**src/hw/rtl/sfs_pkg.sv**
```systemverilog
`timescale 1ns / 1ps
// Shared constants and types for the sprite frame sequencer.
// No dependencies; used by sfs_advance and sprite_frame_sequencer.
package sfs_pkg;

  // Default geometry of the position word.
  localparam int unsigned FrameBitsDef = 10;
  localparam int unsigned FracBitsDef  = 8;

  // Fixed field widths.
  localparam int unsigned SpeedW   = 16;  // unsigned 8.8
  localparam int unsigned ScaleW   = 12;  // unsigned 4.8
  localparam int unsigned ProdW    = SpeedW + ScaleW;
  localparam int unsigned ReqW     = 2;
  localparam int unsigned StateW   = 2;
  localparam int unsigned CfgIdxW  = 3;
  localparam int unsigned CfgDataW = 16;

  // Request codes.
  localparam logic [ReqW-1:0] REQ_TICK = 2'd0;
  localparam logic [ReqW-1:0] REQ_PLAY = 2'd1;
  localparam logic [ReqW-1:0] REQ_STOP = 2'd2;
  localparam logic [ReqW-1:0] REQ_SET  = 2'd3;

  // Run state codes.
  localparam logic [StateW-1:0] ST_STOPPED   = 2'd0;
  localparam logic [StateW-1:0] ST_PLAYING   = 2'd1;
  localparam logic [StateW-1:0] ST_REVERSING = 2'd2;
  localparam logic [StateW-1:0] ST_FINISHED  = 2'd3;

  // Configuration register indexes.
  localparam logic [CfgIdxW-1:0] CFG_FIRST_FRAME = 3'd0;
  localparam logic [CfgIdxW-1:0] CFG_LAST_FRAME  = 3'd1;
  localparam logic [CfgIdxW-1:0] CFG_FRAME_SPEED = 3'd2;
  localparam logic [CfgIdxW-1:0] CFG_PING_PONG   = 3'd3;
  localparam logic [CfgIdxW-1:0] CFG_LOOP_ENABLE = 3'd4;

  // Bound behavior flags.
  typedef struct packed {
    logic ping_pong;
    logic loop_enable;
  } sfs_mode_t;

endpackage

```
**src/hw/rtl/sfs_advance.sv**
```systemverilog
`timescale 1ns / 1ps
// Next-state logic of the sprite frame sequencer: applies one request to
// the position, direction and run state. Depends on sfs_pkg.
module sfs_advance #(
  parameter int unsigned FRAME_BITS = sfs_pkg::FrameBitsDef,
  parameter int unsigned FRAC_BITS  = sfs_pkg::FracBitsDef,
  parameter int unsigned STEP_W     = sfs_pkg::ProdW - FRAC_BITS + 1
) (
  input  logic [sfs_pkg::ReqW-1:0]          req_i,
  input  logic [STEP_W-1:0]                 step_i,
  input  logic [FRAME_BITS-1:0]             frame_i,
  input  logic [FRAME_BITS-1:0]             first_frame_i,
  input  logic [FRAME_BITS-1:0]             last_frame_i,
  input  sfs_pkg::sfs_mode_t                mode_i,
  input  logic [FRAME_BITS+FRAC_BITS:0]     pos_i,
  input  logic                              back_i,
  input  logic [sfs_pkg::StateW-1:0]        state_i,
  output logic [FRAME_BITS+FRAC_BITS:0]     pos_o,
  output logic                              back_o,
  output logic [sfs_pkg::StateW-1:0]        state_o,
  output logic signed [FRAME_BITS:0]        frame_index_o,
  output logic signed [FRAME_BITS+1:0]      frame_in_anim_o
);

  localparam int unsigned PosW  = FRAME_BITS + FRAC_BITS + 1;
  localparam int unsigned WideW = (PosW > STEP_W) ? PosW : STEP_W;
  localparam int unsigned SumW  = WideW + 2;

  logic [PosW-1:0]       first_pos, last_pos, frame_pos;
  logic [FRAME_BITS:0]   last_p1;
  logic signed [SumW-1:0] pos_ext, step_ext, next_sum, hi_lim, lo_lim;
  logic                  hi_hit, lo_hit, ovf;
  logic [PosW-1:0]       sat_pos;
  logic signed [PosW:0]  biased;

  assign first_pos = {1'b0, first_frame_i, {FRAC_BITS{1'b0}}};
  assign last_pos  = {1'b0, last_frame_i, {FRAC_BITS{1'b0}}};
  assign frame_pos = {1'b0, frame_i, {FRAC_BITS{1'b0}}};
  assign last_p1   = {1'b0, last_frame_i} + {{FRAME_BITS{1'b0}}, 1'b1};

  assign pos_ext  = {{(SumW-PosW){pos_i[PosW-1]}}, pos_i};
  assign step_ext = {{(SumW-STEP_W){1'b0}}, step_i};
  assign next_sum = back_i ? (pos_ext - step_ext) : (pos_ext + step_ext);
  assign hi_lim   = {{(SumW-FRAME_BITS-1-FRAC_BITS){1'b0}}, last_p1, {FRAC_BITS{1'b0}}};
  assign lo_lim   = {{(SumW-FRAME_BITS-FRAC_BITS){1'b0}}, first_frame_i,
                     {FRAC_BITS{1'b0}}};
  assign hi_hit   = !back_i && (next_sum >= hi_lim);
  assign lo_hit   = back_i && (next_sum < lo_lim);

  // Overflow when the bits above the position sign disagree with it.
  assign ovf = (next_sum[SumW-1:PosW-1] != {(SumW-PosW+1){1'b0}}) &&
               (next_sum[SumW-1:PosW-1] != {(SumW-PosW+1){1'b1}});
  assign sat_pos = !ovf ? next_sum[PosW-1:0]
                 : (next_sum[SumW-1] ? {1'b1, {(PosW-1){1'b0}}}
                                     : {1'b0, {(PosW-1){1'b1}}});

  always_comb begin
    pos_o   = pos_i;
    back_o  = back_i;
    state_o = state_i;
    unique case (req_i)
      sfs_pkg::REQ_TICK: begin
        if (state_i == sfs_pkg::ST_PLAYING || state_i == sfs_pkg::ST_REVERSING) begin
          if (hi_hit) begin
            if (mode_i.ping_pong) begin
              back_o  = 1'b1;
              pos_o   = last_pos;
              state_o = sfs_pkg::ST_REVERSING;
            end else if (mode_i.loop_enable) begin
              pos_o = first_pos;
            end else begin
              pos_o   = last_pos;
              state_o = sfs_pkg::ST_FINISHED;
            end
          end else if (lo_hit) begin
            pos_o = first_pos;
            if (mode_i.loop_enable) begin
              back_o  = 1'b0;
              state_o = sfs_pkg::ST_PLAYING;
            end else begin
              state_o = sfs_pkg::ST_FINISHED;
            end
          end else begin
            pos_o = sat_pos;
          end
        end
      end
      sfs_pkg::REQ_PLAY: begin
        pos_o   = first_pos;
        back_o  = 1'b0;
        state_o = sfs_pkg::ST_PLAYING;
      end
      sfs_pkg::REQ_STOP: begin
        state_o = sfs_pkg::ST_STOPPED;
      end
      sfs_pkg::REQ_SET: begin
        pos_o = frame_pos;
      end
      default: begin
        pos_o = pos_i;
      end
    endcase
  end

  // Integer part truncated toward zero: bias negative values before the shift.
  assign biased = $signed({pos_o[PosW-1], pos_o}) +
                  $signed({{(PosW-FRAC_BITS+1){1'b0}},
                           {FRAC_BITS{pos_o[PosW-1]}}});
  assign frame_index_o   = biased[FRAC_BITS+FRAME_BITS:FRAC_BITS];
  assign frame_in_anim_o = $signed({frame_index_o[FRAME_BITS], frame_index_o})
                         - $signed({2'b00, first_frame_i})
                         + $signed({{(FRAME_BITS+1){1'b0}}, 1'b1});

endmodule

```
**src/hw/rtl/sprite_frame_sequencer.sv**
```systemverilog
`timescale 1ns / 1ps
// Top level of the sprite frame sequencer: configuration registers,
// input and result registers, position state. Depends on sfs_pkg, sfs_advance.
//
// Usage. Configuration words arrive on the cfg channel (index 0 first frame,
// 1 last frame, 2 speed in 8.8, 3 ping-pong, 4 loop); cfg_ready_o is always
// high, and writes to unused indexes are dropped. Configuration is meant to
// change only while no request is in flight.
// Each request word on the input channel produces exactly one result word.
// The accept edge loads the input register with speed times time scale,
// multiplied and rounded; the first edge after that on which advance is high
// applies the step to the position state and loads the result register.
// Throughput is one word per cycle while out_ready_i stays high. The limit
// is the position feedback loop, one add, one bound compare and a select.
// When the receiver stalls, the result register holds its word and the
// input register holds one more; in_ready_o drops only when both are full
// and out_ready_i is low.
// Reset clears the valid flags, sets first and last frame to 1, speed and
// flags to zero, position to frame 1.0, forward direction, state stopped.
module sprite_frame_sequencer #(
  parameter int unsigned FRAME_BITS = sfs_pkg::FrameBitsDef,
  parameter int unsigned FRAC_BITS  = sfs_pkg::FracBitsDef
) (
  input  logic                              clk_i,
  input  logic                              rst_ni,
  // Configuration channel.
  input  logic                              cfg_valid_i,
  output logic                              cfg_ready_o,
  input  logic [sfs_pkg::CfgIdxW-1:0]       cfg_index_i,
  input  logic [sfs_pkg::CfgDataW-1:0]      cfg_data_i,
  // Request channel.
  input  logic                              in_valid_i,
  output logic                              in_ready_o,
  input  logic [sfs_pkg::ReqW-1:0]          req_type_i,
  input  logic [sfs_pkg::ScaleW-1:0]        time_scale_i,
  input  logic [FRAME_BITS-1:0]             frame_value_i,
  // Result channel.
  output logic                              out_valid_o,
  input  logic                              out_ready_i,
  output logic signed [FRAME_BITS:0]        frame_index_o,
  output logic signed [FRAME_BITS+1:0]      frame_in_anim_o,
  output logic [sfs_pkg::StateW-1:0]        run_state_o
);

  localparam int unsigned PosW  = FRAME_BITS + FRAC_BITS + 1;
  localparam int unsigned StepW = sfs_pkg::ProdW - FRAC_BITS + 1;

  // Configuration registers.
  logic [FRAME_BITS-1:0]          first_frame_q, last_frame_q;
  logic [sfs_pkg::SpeedW-1:0]     frame_speed_q;
  sfs_pkg::sfs_mode_t             mode_q;

  assign cfg_ready_o = 1'b1;

  always_ff @(posedge clk_i or negedge rst_ni) begin
    if (!rst_ni) begin
      first_frame_q <= FRAME_BITS'(1);
      last_frame_q  <= FRAME_BITS'(1);
      frame_speed_q <= '0;
      mode_q        <= '0;
    end else if (cfg_valid_i) begin
      unique case (cfg_index_i)
        sfs_pkg::CFG_FIRST_FRAME: first_frame_q <= cfg_data_i[FRAME_BITS-1:0];
        sfs_pkg::CFG_LAST_FRAME:  last_frame_q  <= cfg_data_i[FRAME_BITS-1:0];
        sfs_pkg::CFG_FRAME_SPEED: frame_speed_q <= cfg_data_i;
        sfs_pkg::CFG_PING_PONG:   mode_q.ping_pong   <= cfg_data_i[0];
        sfs_pkg::CFG_LOOP_ENABLE: mode_q.loop_enable <= cfg_data_i[0];
        default: begin
        end
      endcase
    end
  end

  // Input register. The step is rounded here so the state loop sees only
  // an add and a compare.
  logic                          in_valid_q;
  logic [sfs_pkg::ReqW-1:0]      req_q;
  logic [StepW-1:0]              step_q, step_d;
  logic [FRAME_BITS-1:0]         frame_q;
  logic [sfs_pkg::ProdW-1:0]     prod;
  logic [sfs_pkg::ProdW:0]       prod_rnd;
  logic                          advance;

  assign prod     = frame_speed_q * time_scale_i;
  assign prod_rnd = {1'b0, prod} + {{(sfs_pkg::ProdW-FRAC_BITS+1){1'b0}}, 1'b1,
                                    {(FRAC_BITS-1){1'b0}}};
  assign step_d   = prod_rnd[sfs_pkg::ProdW:FRAC_BITS];

  // The state stage moves whenever the input register holds a request and the result register is free or drains.
  assign advance    = in_valid_q && (!out_valid_o || out_ready_i);
  assign in_ready_o = !in_valid_q || advance;

  always_ff @(posedge clk_i or negedge rst_ni) begin
    if (!rst_ni) begin
      in_valid_q <= 1'b0;
    end else if (in_ready_o) begin
      in_valid_q <= in_valid_i;
    end
  end

  always_ff @(posedge clk_i) begin
    if (in_valid_i && in_ready_o) begin
      req_q   <= req_type_i;
      step_q  <= step_d;
      frame_q <= frame_value_i;
    end
  end

  // Position state and result register.
  logic [PosW-1:0]               pos_q, pos_d;
  logic                          back_q, back_d;
  logic [sfs_pkg::StateW-1:0]    state_q, state_d;
  logic signed [FRAME_BITS:0]    frame_index_d;
  logic signed [FRAME_BITS+1:0]  frame_in_anim_d;
  logic                          out_valid_q;

  sfs_advance #(
    .FRAME_BITS (FRAME_BITS),
    .FRAC_BITS  (FRAC_BITS),
    .STEP_W     (StepW)
  ) u_advance (
    .req_i           (req_q),
    .step_i          (step_q),
    .frame_i         (frame_q),
    .first_frame_i   (first_frame_q),
    .last_frame_i    (last_frame_q),
    .mode_i          (mode_q),
    .pos_i           (pos_q),
    .back_i          (back_q),
    .state_i         (state_q),
    .pos_o           (pos_d),
    .back_o          (back_d),
    .state_o         (state_d),
    .frame_index_o   (frame_index_d),
    .frame_in_anim_o (frame_in_anim_d)
  );

  always_ff @(posedge clk_i or negedge rst_ni) begin
    if (!rst_ni) begin
      pos_q       <= {1'b0, {(FRAME_BITS-1){1'b0}}, 1'b1, {FRAC_BITS{1'b0}}};
      back_q      <= 1'b0;
      state_q     <= sfs_pkg::ST_STOPPED;
      out_valid_q <= 1'b0;
    end else begin
      if (advance) begin
        pos_q   <= pos_d;
        back_q  <= back_d;
        state_q <= state_d;
      end
      if (advance) begin
        out_valid_q <= 1'b1;
      end else if (out_ready_i) begin
        out_valid_q <= 1'b0;
      end
    end
  end

  always_ff @(posedge clk_i) begin
    if (advance) begin
      frame_index_o   <= frame_index_d;
      frame_in_anim_o <= frame_in_anim_d;
      run_state_o     <= state_d;
    end
  end

  assign out_valid_o = out_valid_q;

endmodule
```
**config.mk**
```make
export PLATFORM = sky130hd
export DESIGN_NAME = sprite_frame_sequencer
export DESIGN_NICKNAME = d
export VERILOG_FILES = /design/src/hw/rtl/sfs_pkg.sv /design/src/hw/rtl/sfs_advance.sv /design/src/hw/rtl/sprite_frame_sequencer.sv
export SDC_FILE = /design/constraint.sdc
export NUM_CORES = 1
export LEC_CHECK = 0
export ABC_AREA = 0
export BUFFER_PORTS_ARGS = -buffer_cell sky130_fd_sc_hd__buf_2
export CORE_ASPECT_RATIO = 1.5
export CORE_MARGIN = 2
export CORE_UTILIZATION = 40
export CTS_BUF_LIST = sky130_fd_sc_hd__clkbuf_4 sky130_fd_sc_hd__clkbuf_8
export CTS_CLUSTER_SIZE = 16
export DETAILED_ROUTE_END_ITERATION = 16
export GPL_TIMING_DRIVEN = 0
export MAX_ROUTING_LAYER = met4
export PLACE_DENSITY_LB_ADDON = 0.15
export RECOVER_POWER = 50
export REMOVE_ABC_BUFFERS = 1
export SLEW_MARGIN = 20
export SYNTH_ARGS = -nofsm -noshare
export SYNTH_HDL_FRONTEND = slang
export SYNTH_SLANG_ARGS = --single-unit
```
**constraint.sdc**
```tcl
create_clock -name clk_i -period 13.8 [get_ports clk_i]
set_input_delay 1.38 -clock clk_i [delete_from_list [all_inputs] [get_ports clk_i]]
set_output_delay 1.38 -clock clk_i [all_outputs]
set_load 0.03 [all_outputs]
```
-- Yosys cells after proc, flatten, opt, wreduce, memory -nomap -nowiden
Cells that the tools add are included.
- register bits after elaboration: 120
- bits in latches: 0
- RAM bits: 0
- ROM bits: 0
- output and inout bits: 28
- logic and storage cells: 86
- memories kept: 0
- $add $sub $neg: 7
- multiply operators: 1
- div/mod/pow operators: 0
- $lt $le $gt $ge: 2
- equality and inequality tests: 14
- shift operators: 0
- muxes and demuxes: 24
- bitwise logic cells: 0
- reductions and logical operators: 22
- operators by type and width (cell ; number):
    $mux W19 ; 6
    $pmux W19 S3 ; 1
    $add A28 B8 Y29 const B ; 1
    $mul A16 B12 Y28 ; 1
    $add A19 B22 Y23 ; 1
    $ge A23 B20 Y1 ; 1
    $lt A23 B19 Y1 ; 1
    $mux W23 ; 1
    $sub A19 B22 Y23 ; 1
    $add A19 B9 Y19 ; 1
    $mux W18 ; 1
    $add A12 B2 Y12 const B ; 1
    $mux W2 ; 6
    $sub A11 B11 Y12 ; 1
    $add A10 B1 Y11 const B ; 1
    $reduce_and A2 Y1 ; 5
    $mux W1 ; 7
    $eq A2 B2 Y1 const B ; 3
    $eq A3 B2 Y1 const B ; 2
    $pmux W2 S3 ; 1
    $reduce_and A6 Y1 ; 1
    $logic_and A1 B1 Y1 ; 5
    $ne A5 B5 Y1 const B ; 1
    $reduce_bool A5 Y1 ; 1
    other kinds (13) ; 19

-- Depth between registers and ports, before layout
Gate-level depths: netlist (run 1).
- word-level depth: 12
- gate-level depth with buffers: 49
- depth with buffers taken out: 48

-- Cells and area by module
A second synthesis (run 1) with hierarchy kept.
- cells, all modules: 1627
- area, all modules: 15033.2 sq um
- modules (own cells, without submodules) (module ; instances ; cells each ; area each (sq um)):
    sprite_frame_sequencer ; 1 ; 947 ; 10398.7
    sfs_advance ; 1 ; 680 ; 4634.4

-- Least setup slack after synthesis (run 1)
No wires, ideal clock.
- kind: flip-flop to flip-flop
- from: register step_q[2]
- to: register frame_in_anim_o[11], data pin
- data arrival time: 8.506 ns
- slack: 5.036 ns
- cell stages (with the launch flop): 41
- path buffers: 0
- path through: edfxtp_1 or3_1 or3_1 nor3_1 a21oi_1 xnor2_1 ha_1 nand4_1 a2111o_1 nand3_1 xor2_1 ha_1 a21o_1 a21o_1 a21oi_1 o31ai_1 nor3b_1 a211oi_2 [... 5 more ...] a21o_1 a211o_1 o21a_1 xnor2_1 ha_1 inv_1 ha_1 inv_1 fa_1 inv_1 a21oi_1 o21ai_0 a21oi_1 o21ai_0 a21oi_1 o21bai_1 a21o_1 a21oi_1
- cells in the longest elaborated chain, start to end: 12
- elaborated cells on any way between the ends: 19
- classes of those cells: add/sub (5); order compare (2); eq/ne (1); mux (7); reduce/logical (4)
- RTL lines (item ; line ; source):
    start, declared ; sprite_frame_sequencer.sv:78 ; logic [StepW-1:0] step_q, step_d;
    start signal, assigned ; sprite_frame_sequencer.sv:104 ; step_q <= step_d;
    $add A19 B22 Y23 or $sub A19 B22 Y23 (tied branches) ; sfs_advance.sv:43 ; assign next_sum = back_i ? (pos_ext - step_ext) : (pos_ext + step_ext);
    $mux W23 (*) ; sfs_advance.sv:43 ;
    branches (longest 4 deep; another with $lt A23 B19 Y1) ; n/a ;
    $mux W19 (*) ; sfs_advance.sv:64 ; if (hi_hit) begin
    $mux W19 (*) ; sfs_advance.sv:63 ; if (state_i == sfs_pkg::ST_PLAYING || state_i == sfs_pkg::ST_REVERSING) begin
    $pmux W19 S3 (*) ; sfs_advance.sv:61 ; unique case (req_i)
    via pos_d[6] ; sprite_frame_sequencer.sv:110 ; logic [PosW-1:0] pos_q, pos_d;
    $add A19 B9 Y19 (*) ; sfs_advance.sv:106 ; assign biased = $signed({pos_o[PosW-1], pos_o}) +
    $sub A11 B11 Y12 (*) ; sfs_advance.sv:111 ; - $signed({2'b00, first_frame_i})
    $add A12 B2 Y12 (*) ; sfs_advance.sv:112 ; + $signed({{(FRAME_BITS+1){1'b0}}, 1'b1});
    via frame_in_anim_d[11] ; sprite_frame_sequencer.sv:114 ; logic signed [FRAME_BITS+1:0] frame_in_anim_d;
    end signal, assigned ; sprite_frame_sequencer.sv:161 ; frame_in_anim_o <= frame_in_anim_d;
    end, declared ; sprite_frame_sequencer.sv:41 ; output logic signed [FRAME_BITS+1:0] frame_in_anim_o,
Mark *: on every way through the listed nets, which the timed path passes.
A chain may end at the register's enable or synchronous reset.

-- Final worst setup path (run 1)
Ends and elaborated chain as after synthesis.

==> results.toml, run 1 <==
[run_status]
status = "complete, but fails checks"
violations = "max-capacitance violations, max-slew violations"

[clocking]
cts_setup_buffers = 0
clock_path_buffers = 2
clkTransAtPathRegs_ps = 80
cts_htree_levels = 4
cts_root_buffer = "clkbuf_8"
cts_inserted_buffers = 17
cts_tree = "done"
clock_sinks = 120
ctsResizeCount = 0
clk_latency_ps = 500
cts_hold_buf = 0

[finish]
final_util = 0.440
syn_to_final_growth_pct = 8.14
drive_above_1_share = 0.114
final_nets = 1976
num_antenna_cells = 0
fill_cells = 3622

[grt]
grt_pass1_wl_um = 63100
grt_pass1_vias = 11959
grt_overflow = 0
antenna_found_initial = 0
grt_start_max_net_pins = 37
grtUsageTotal = 0.221

[timing]
finClkSkew_ps = 21.9
post-route-period-util = 0.815
tns_ps = 0
tightest_slew_ps = 2260
finalWorstSetupSlack_ps = 2560
post-route-min-period_ps = 11240
slew_headroom = -0.508
max_clock_freq_mhz = 89.0
finalSetupViolCount = 0
drv_slew = 130
hold_viol_final = 0
grt_setup_unrepaired = "false"

[worst_setup_path]
path_common_cell = "a21oi_1"
worstPathMaxFanout = 7
slowest_stage = "nor3b_1"
worstPathArrival_ps = 11490
slowest_delay_ps = 710
cp-start-kind = "flop"
crit_type = "flop to flop"
required_ps = 14040
worstSetupEndpointType = "flop"

[synth]
synth_top_cell_area_share = 0.195
yosysWarnings = 0
syn_avg_cell_area_sq_um = 9.18
synth_top_area_cell = "fa_1"
synth-edff-count = 58
syn-instance-count = 1597
ys_seq_area_frac = 0.225
synth_area_leaders = "fa_1 (20%), ha_1 (13%), edfxtp_1 (12%)"
synth.ff_latch_count = 120
synth_flop_cell = "dfrtp_1"
yosysMostFrequentCell = "inv_1"
async_flop_share = 0.517
synthDistinctLibCells = 83
synth_area_sq_um = 14700
synth_commonest_cells = "inv_1 (221), nand2_1 (183), ha_1 (148)"

[placed_design]
pre_cts_slack_ps = 2440
routabilityCongestion = 0.914
hpwl_um = 32200
port_buffers = 74

[detailed_routing]
vias = 11303
viasPerCell = 5.31
ant_nets = 0
drt_first_iter_violations = 412
finalWirelength_um = 39200
first_pass_iters = 4
remaining_drc_errors = 0
wire_per_inst_um = 18.4

[floorplan]
core_sq_um = 36100
io-pin-count = 76
dieArea_sq_um = 38200
initial_core_util = 0.407
die_w_um = 160
die_h_um = 238
row_count = 85

[worst_hold_path]
hold_class = "flop to flop"

[job]
drv_cap = 4
==> layer usage <==
layer | share of wire | wire [um] | track usage | up-vias
met5 | 0 | 0 | - | -
met2 | 0.54 | 21100 | 0.410 | 200
met3 | 0.025 | 966 | 0.0249 | 78
met4 | 0.041 | 1630 | 0.0961 | 0
li1 | - | - | - | 5459
met1 | 0.40 | 15500 | 0.236 | 5566
==> worst max-delay path, delay by kind of cell, from the launching register on <==
family | cells | cell delay, ps
AND/OR/NAND/NOR | 16 | 4800
AO/OA/AOI/OAI | 18 | 3450
adder cells (fa/ha/maj) | 6 | 1740
flip-flops | 1 | 450
XOR/XNOR | 2 | 360
buffers and inverters | 3 | 200
==> cell usage in the layout, fill, tap and decap left out, drive strengths merged, types with 58 or more instances in the layout <==
cell / netlist / final
o21ai: 63 / 63
nand2: 183 / 183
fa: 143 / 143
and2: 86 / 86
buf: 13 / 74
edfxtp: 58 / 58
ha: 148 / 148
dfrtp: 59 / 59
nor2: 71 / 71
inv: 221 / 224
a21oi: 103 / 103
==> state kept, by name (all words and copies together), names as in the netlist, 2 cells and up <==
register	flops
pos_q	19
frame_index_o	11
frame_speed_q	16
mode_q	2
frame_q	10
first_frame_q	10
last_frame_q	10
frame_in_anim_o	12
req_q	2
step_q	21
state_q	2
run_state_o	2
==> layout make-up <==
| type | count | area [sq um] | area share |
|---|---|---|---|
| Multi-Input combinational cell | 1196 | 10300 | 0.650 |
| Timing Repair Buffer | 81 | 430 | 0.0271 |
| Clock buffer | 19 | 255 | 0.0161 |
| Sequential cell | 120 | 3300 | 0.208 |
| Tap cell | 478 | 598 | 0.0377 |
| Clock inverter | 13 | 145 | 0.00915 |
| Inverter | 221 | 830 | 0.0523 |
==> logic make-up (layout without fill, tap and decap cells) <==
kind of cell | Yosys count | count (layout) | synth area share
multiplexers | 53 | 53 | 0.0404
buffers and inverters | 281 | 334 | 0.0742
flip-flops | 120 | 120 | 0.225
other | 1 | 1 | 0.000256
AND/OR/NAND/NOR | 478 | 478 | 0.162
AO/OA/AOI/OAI | 299 | 299 | 0.133
XOR/XNOR | 74 | 74 | 0.0442
adder cells (fa/ha/maj) | 291 | 291 | 0.322
==> stage by stage <==
| stage | cell area, sq um | hold WS [ps] | std cells |
|---|---|---|---|
| detailed placement | 15500 | 487 | 2095 |
| finish | 15900 | 499 | 2128 |
| floorplan | 14400 | 457 | 1537 |
| global route | 15900 | 536 | 2128 |
| global placement | 15400 | 469 | 2089 |
| CTS | 15900 | 504 | 2127 |
==> path summary, 6_finish.rpt <==
check / end / start / slack, ps / cells past startpoint
worst min register to register: out_valid_o$_DFFE_PN0P_ / in_valid_q$_DFFE_PN0N_ / 500 / 1
min in group asynchronous: out_valid_o$_DFFE_PN0P_ / rst_ni / 1370 / 1
max in group asynchronous: back_q$_DFFE_PN0P_ / rst_ni / 9380 / 2
worst max-delay path: frame_in_anim_o[11]$_DFFE_PP_ / step_q[2]$_DFFE_PP_ / 2560 / 45
worst max register to register: frame_in_anim_o[11]$_DFFE_PP_ / step_q[2]$_DFFE_PP_ / 2560 / 45
worst min-delay path: out_valid_o$_DFFE_PN0P_ / in_valid_q$_DFFE_PN0N_ / 500 / 1
Power of run 1 is not shown: default switching activity piles up to over one toggle a cycle in this logic, so the estimate is an artifact.
==> run 2, diff against run 1 <==
--- a/config.mk
+++ b/config.mk
@@ -5,7 +5,7 @@
 export SDC_FILE = /design/constraint.sdc
 export NUM_CORES = 1
 export LEC_CHECK = 0
-export ABC_AREA = 0
+export ABC_AREA = 1
 export BUFFER_PORTS_ARGS = -buffer_cell sky130_fd_sc_hd__buf_2
 export CORE_ASPECT_RATIO = 1.5
 export CORE_MARGIN = 2
==> constraint.sdc (replaced) <==
create_clock -name clk_i -period 10.5 [get_ports clk_i]
set_input_delay 1.05 -clock clk_i [delete_from_list [all_inputs] [get_ports clk_i]]
set_output_delay 1.05 -clock clk_i [all_outputs]
set_load 0.03 [all_outputs]
==> results.toml, run 2 <==
[worst_setup_path]
r2r_slack_ps = 1090
critPathLaunch = "back_q$_DFFE_PN0P_"
crit_type = "flop to flop"
required_ps = 10730
path_common_cell = "inv_1"
worstSetupEndpointType = "flop"
timing.rr.start = "back_q$_DFFE_PN0P_"
worstPathMaxFanout = 28
slowest_stage = "dfrtp_2"
reg2reg_depth = 50
worstPathArrival_ps = 9630
cp-start-kind = "flop"
slowest_delay_ps = 710

[grt]
grt_pass1_vias = 12935
grt_start_max_net_pins = 52
grtUsageTotal = 0.212
antenna_found_initial = 2
grt_pass1_wl_um = 64200
grt_overflow = 0

[synth]
yosys.area_share.adder = 0.309
synth_flop_cell = "dfrtp_1"
synth_top_area_cell = "fa_1"
ys_seq_area_frac = 0.216
synth.ff_latch_count = 120
syn_avg_cell_area_sq_um = 7.51
synth_commonest_cells = "nand2_1 (559), inv_1 (447), ha_1 (148)"
synthDistinctLibCells = 54
yosysMostFrequentCell = "nand2_1"
synth_top_cell_area_share = 0.187
yosys.area_share.simple = 0.215
synth-compound-area-share = 0.0818
yosysWarnings = 0
async_flop_share = 0.517
synth-edff-count = 58
synth_top_family_by_area = "adder cells"
synth_area_leaders = "fa_1 (19%), nand2_1 (14%), ha_1 (12%)"
synth_area_sq_um = 15300
synth_mux_area_frac = 0.00442
syn-instance-count = 2036
synthXorXnorAreaFrac = 0.0418

[clocking]
cts_inserted_buffers = 17
cts_tree = "done"
cts_hold_buf = 0
cts_htree_levels = 4
clkTransAtPathRegs_ps = 90
clock_path_buffers = 2
clk_latency_ps = 490
cts_root_buffer = "clkbuf_8"
clock_sinks = 120
ctsResizeCount = 0
cts_setup_buffers = 0

[detailed_routing]
viasPerCell = 4.84
ant_nets = 0
wire_per_inst_um = 15.1
finalWirelength_um = 38800
remaining_drc_errors = 0
first_pass_iters = 4
vias = 12431
drt_first_iter_violations = 457

[placed_design]
routabilityCongestion = 0.940
port_buffers = 74
placed_cells = 2534
hpwl_um = 32500

[floorplan]
die_h_um = 243
die_w_um = 164
initial_core_util = 0.406
dieArea_sq_um = 39800
row_count = 87
core_sq_um = 37700
io-pin-count = 76

[timing]
finalSetupViolCount = 0
max_clock_freq_mhz = 106
tns_ps = 0
grt_setup_unrepaired = "false"
slew_headroom = -1.00
hold_slack_ps = 491
drv_slew = 52
post-route-min-period_ps = 9410
tightest_slew_ps = 3000
finClkSkew_ps = 25.1
post-route-period-util = 0.896
hold_viol_final = 0

[finish]
syn_to_final_growth_pct = 7.53
fill_cells = 3976
final_util = 0.436
largest_register_ffs = 21
layout.cells.non_filler = 2568
drive_above_1_share = 0.0857
top_regs = "step_q (21), pos_q (19), frame_speed_q (16)"
regMostFlops = "step_q"
mostFrequentLayoutCells = "nand2_1 (559), inv_1 (446), ha_1 (148)"
final_nets = 2403
final_common_cell = "nand2_1"

[worst_hold_path]
min_delay_path_depth = 2
holdCritStartpoint = "first_frame_q[7]$_DFFE_PN0P_"
hold_class = "flop to flop"

[job]
drv_cap = 1

[run_status]
violations = "max-capacitance violations, max-slew violations"
status = "complete, but fails checks"
[run 2: cell count changes in the layout (fill, tap and decap cells not counted), sizes merged, moves of 27 or more]
| cell | previous run | this run |
|---|---|---|
| nand3 | 28 | 75 |
| o21ai | 63 | 122 |
| xnor2 | 55 | 28 |
| nand2 | 183 | 581 |
| a21oi | 103 | 72 |
| mux2 | 49 | 6 |
| inv | 224 | 471 |
| and2 | 86 | 1 |
[run 2: metal layers]
layer | track usage | vias up | part of all wire | wire length [um]
li1 | - | 6288 | - | -
met1 | 0.224 | 5902 | 0.39 | 15300
met2 | 0.390 | 175 | 0.54 | 20800
met3 | 0.0266 | 66 | 0.028 | 1070
met4 | 0.0937 | 0 | 0.042 | 1650
met5 | - | - | 0 | 0
[run 2: cell families (layout without fill, tap and decap cells)]
group | Yosys count | in the layout
AOI/OAI and AO/OA | 231 | 231
xor gates and xnor gates | 73 | 73
adders and majority gates | 291 | 291
buffers and inverters | 530 | 571
DFF | 120 | 120
muxes | 6 | 6
other | 1 | 3
and+or+nand+nor | 784 | 784
[run 2: layout make-up]
class                   count  area [sq um]  area share
flip-flops and latches    120          3300       0.201
clock buffers              17           234      0.0142
well taps                 489           612      0.0372
clock inverters            15           179      0.0109
repair buffers             77           403      0.0245
diodes                      2          5.00    0.000305
inverters                 462          1730       0.106
multi-input cells        1386          9970       0.607
[run 2: metrics by stage]
step | setup WS, ps | area, sq um
5_1_grt | 222 | 16400
2_1_floorplan | 2970 | 15000
3_3_place_gp | 574 | 16000
3_5_place_dp | 663 | 16000
6_report | 1090 | 16400
4_1_cts | 631 | 16500
[run 2: worst max-delay path: cells and delay by family, from the launching register on]
| family | cells | cell delay [ps] |
|---|---|---|
| AND/OR/NAND/NOR | 20 | 3130 |
| buffers and inverters | 8 | 840 |
| XOR/XNOR | 4 | 1170 |
| adder cells (fa/ha/maj) | 5 | 1610 |
| flip-flops | 1 | 710 |
| AO/OA/AOI/OAI | 13 | 1640 |
[run 2: path summary, 6_finish.rpt]
check | end
setup / recovery | frame_in_anim_o[10]$_DFFE_PP_
hold / removal | first_frame_q[7]$_DFFE_PN0P_
setup reg to reg | frame_in_anim_o[10]$_DFFE_PP_
hold reg to reg | first_frame_q[7]$_DFFE_PN0P_
max in group asynchronous | back_q$_DFFE_PN0P_
min in group asynchronous | pos_q[18]$_DFFE_PN0P_
Power of run 2 is left out for the same reason.
==> run 3, diff against run 2 <==
--- a/config.mk
+++ b/config.mk
@@ -10,12 +10,10 @@
 export CORE_ASPECT_RATIO = 1.5
 export CORE_MARGIN = 2
 export CORE_UTILIZATION = 40
-export CTS_BUF_LIST = sky130_fd_sc_hd__clkbuf_4 sky130_fd_sc_hd__clkbuf_8
 export CTS_CLUSTER_SIZE = 16
 export DETAILED_ROUTE_END_ITERATION = 16
 export GPL_TIMING_DRIVEN = 0
 export MAX_ROUTING_LAYER = met4
-export PLACE_DENSITY_LB_ADDON = 0.15
 export RECOVER_POWER = 50
 export REMOVE_ABC_BUFFERS = 1
 export SLEW_MARGIN = 20
==> results.toml, run 3 (synthesis gave the netlist of run 2 again) <==
[finish]
mostFrequentLayoutCells = "nand2_1 (559), inv_1 (446), ha_1 (148)"
syn_to_final_growth_pct = 8.27
final_common_cell = "nand2_1"
top_regs = "step_q (21), pos_q (19), frame_speed_q (16)"
drive_above_1_share = 0.0718
num_antenna_cells = 0
regMostFlops = "step_q"
regArea_sq_um = 3300
largest_register_ffs = 21
final_nets = 2402
fill_cells = 3900
multiInputGateArea_sq_um = 9970

[worst_setup_path]
cp_top_family = "simple AND/OR/NAND/NOR gates"
worstSetupEndpointType = "flop"
worstPathMaxFanout = 28
crit_type = "flop to flop"
slowest_delay_ps = 440
slowest_stage = "edfxtp_1"
path_buf_inv = 11
cp-start-kind = "flop"
worstPathArrival_ps = 9550
required_ps = 10680
path_common_cell = "inv_1"

[timing]
slew_headroom = -0.778
hold_viol_final = 0
post-route-period-util = 0.892
finalSetupViolCount = 0
max_clock_freq_mhz = 107
drv_slew = 47
tightest_slew_ps = 2670
post-route-min-period_ps = 9360
finClkSkew_ps = 12.3
grt_setup_unrepaired = "false"
tns_ps = 0

[clocking]
cts_root_buffer = "clkbuf_16"
clkTransAtPathRegs_ps = 60
cts_tree = "done"
cts_htree_levels = 4
cts_inserted_buffers = 17
clk_latency_ps = 450
clock_path_buffers = 2
clock_sinks = 120

[detailed_routing]
met1Wirelength_um = 14500
first_pass_iters = 5
routed.top_layer = "met4"
vias = 12687
met2_wirelength_um = 21200
wire_per_inst_um = 15.0
remaining_drc_errors = 0
viasPerCell = 4.95
finalWirelength_um = 38500
drt_first_iter_violations = 597
wl_met3_um = 1310
ant_nets = 0

[placed_design]
routabilityCongestion = 0.949
hpwl_um = 32300
port_buffers = 74

[floorplan]
die_w_um = 164
dieArea_sq_um = 39800
core_sq_um = 37700
row_count = 87
initial_core_util = 0.406
io-pin-count = 76
die_h_um = 243

[grt]
grt_overflow = 0
grt_pass1_wl_um = 64100
grt_start_max_net_pins = 47
grtUsageTotal = 0.210
grt_pass1_vias = 13137
antenna_found_initial = 0

[worst_hold_path]
hold_class = "flop to flop"

[run_status]
status = "complete, but fails checks"
violations = "max-capacitance violations, max-slew violations"

[job]
drv_cap = 1
==> run 3: cell types whose count changed in the layout (fill, tap and decap cells not counted), moves of 2 or more <==
cell and change:
clkinvlp_4 +2, inv_6 -4, clkbuf_8 -17, clkinv_4 +2
inv_8 -3, buf_2 -26, diode_2 -2, clkbuf_16 +17
clkbuf_1 +27
==> run 3: metrics by stage <==
step | cells | setup slack, ps | util | hold slack, ps | area (sq um)
finish | 2565 | 1140 | 0.439 | 486 | 16500
global route | 2565 | 35.3 | 0.439 | 525 | 16500
detailed placement | 2533 | 784 | 0.425 | 475 | 16000
floorplan | 1968 | 2970 | - | 453 | 15000
CTS | 2565 | 754 | 0.441 | 488 | 16600
global placement | 2531 | 830 | 0.424 | 468 | 16000
==> run 3: worst reg2reg max path: cells and delay by family, from the launching register on <==
kind / cells / cell delay, ps
buffers and inverters: 11 / 780
and+or+nand+nor: 29 / 4280
xor gates and xnor gates: 3 / 480
adders and majority gates: 5 / 1670
DFF: 1 / 440
AOI/OAI and AO/OA: 11 / 1470
==> run 3: area by class of cell <==
class	count	share of cell area
inverters	462	0.105
repair buffers	76	0.0214
well taps	489	0.0370
clock inverters	14	0.00915
flip-flops and latches	120	0.199
clock buffers	18	0.0259
multi-input cells	1386	0.602
==> run 3: final timing paths <==
check / start / to / slack [ps] / depth (start not counted)
setup / recovery: step_q[2]$_DFFE_PP_ / frame_in_anim_o[10]$_DFFE_PP_ / 1140 / 59
hold / removal: first_frame_q[9]$_DFFE_PN0P_ / first_frame_q[9]$_DFFE_PN0P_ / 490 / 2
max in group asynchronous: rst_ni / back_q$_DFFE_PN0P_ / 6400 / 2
hold reg to reg: first_frame_q[9]$_DFFE_PN0P_ / first_frame_q[9]$_DFFE_PN0P_ / 490 / 2
min in group asynchronous: rst_ni / pos_q[14]$_DFFE_PN0P_ / 820 / 1
setup reg to reg: step_q[2]$_DFFE_PP_ / frame_in_anim_o[10]$_DFFE_PP_ / 1140 / 59
==> run 3: metal layers <==
layer / track usage / up-vias
li1: - / 6273
met1: 0.220 / 6078
met2: 0.393 / 271
met3: 0.0255 / 65
met4: 0.0869 / 0
met5: - / -
==> run 3: what timing repair did <==
action / CTS / global route
gates resized for setup: 0 / 1
hold buffers: 0 / 0
setup buffers: 0 / 0
setup endpoints to repair: 0 / 1
Power of run 3 is left out for the same reason.
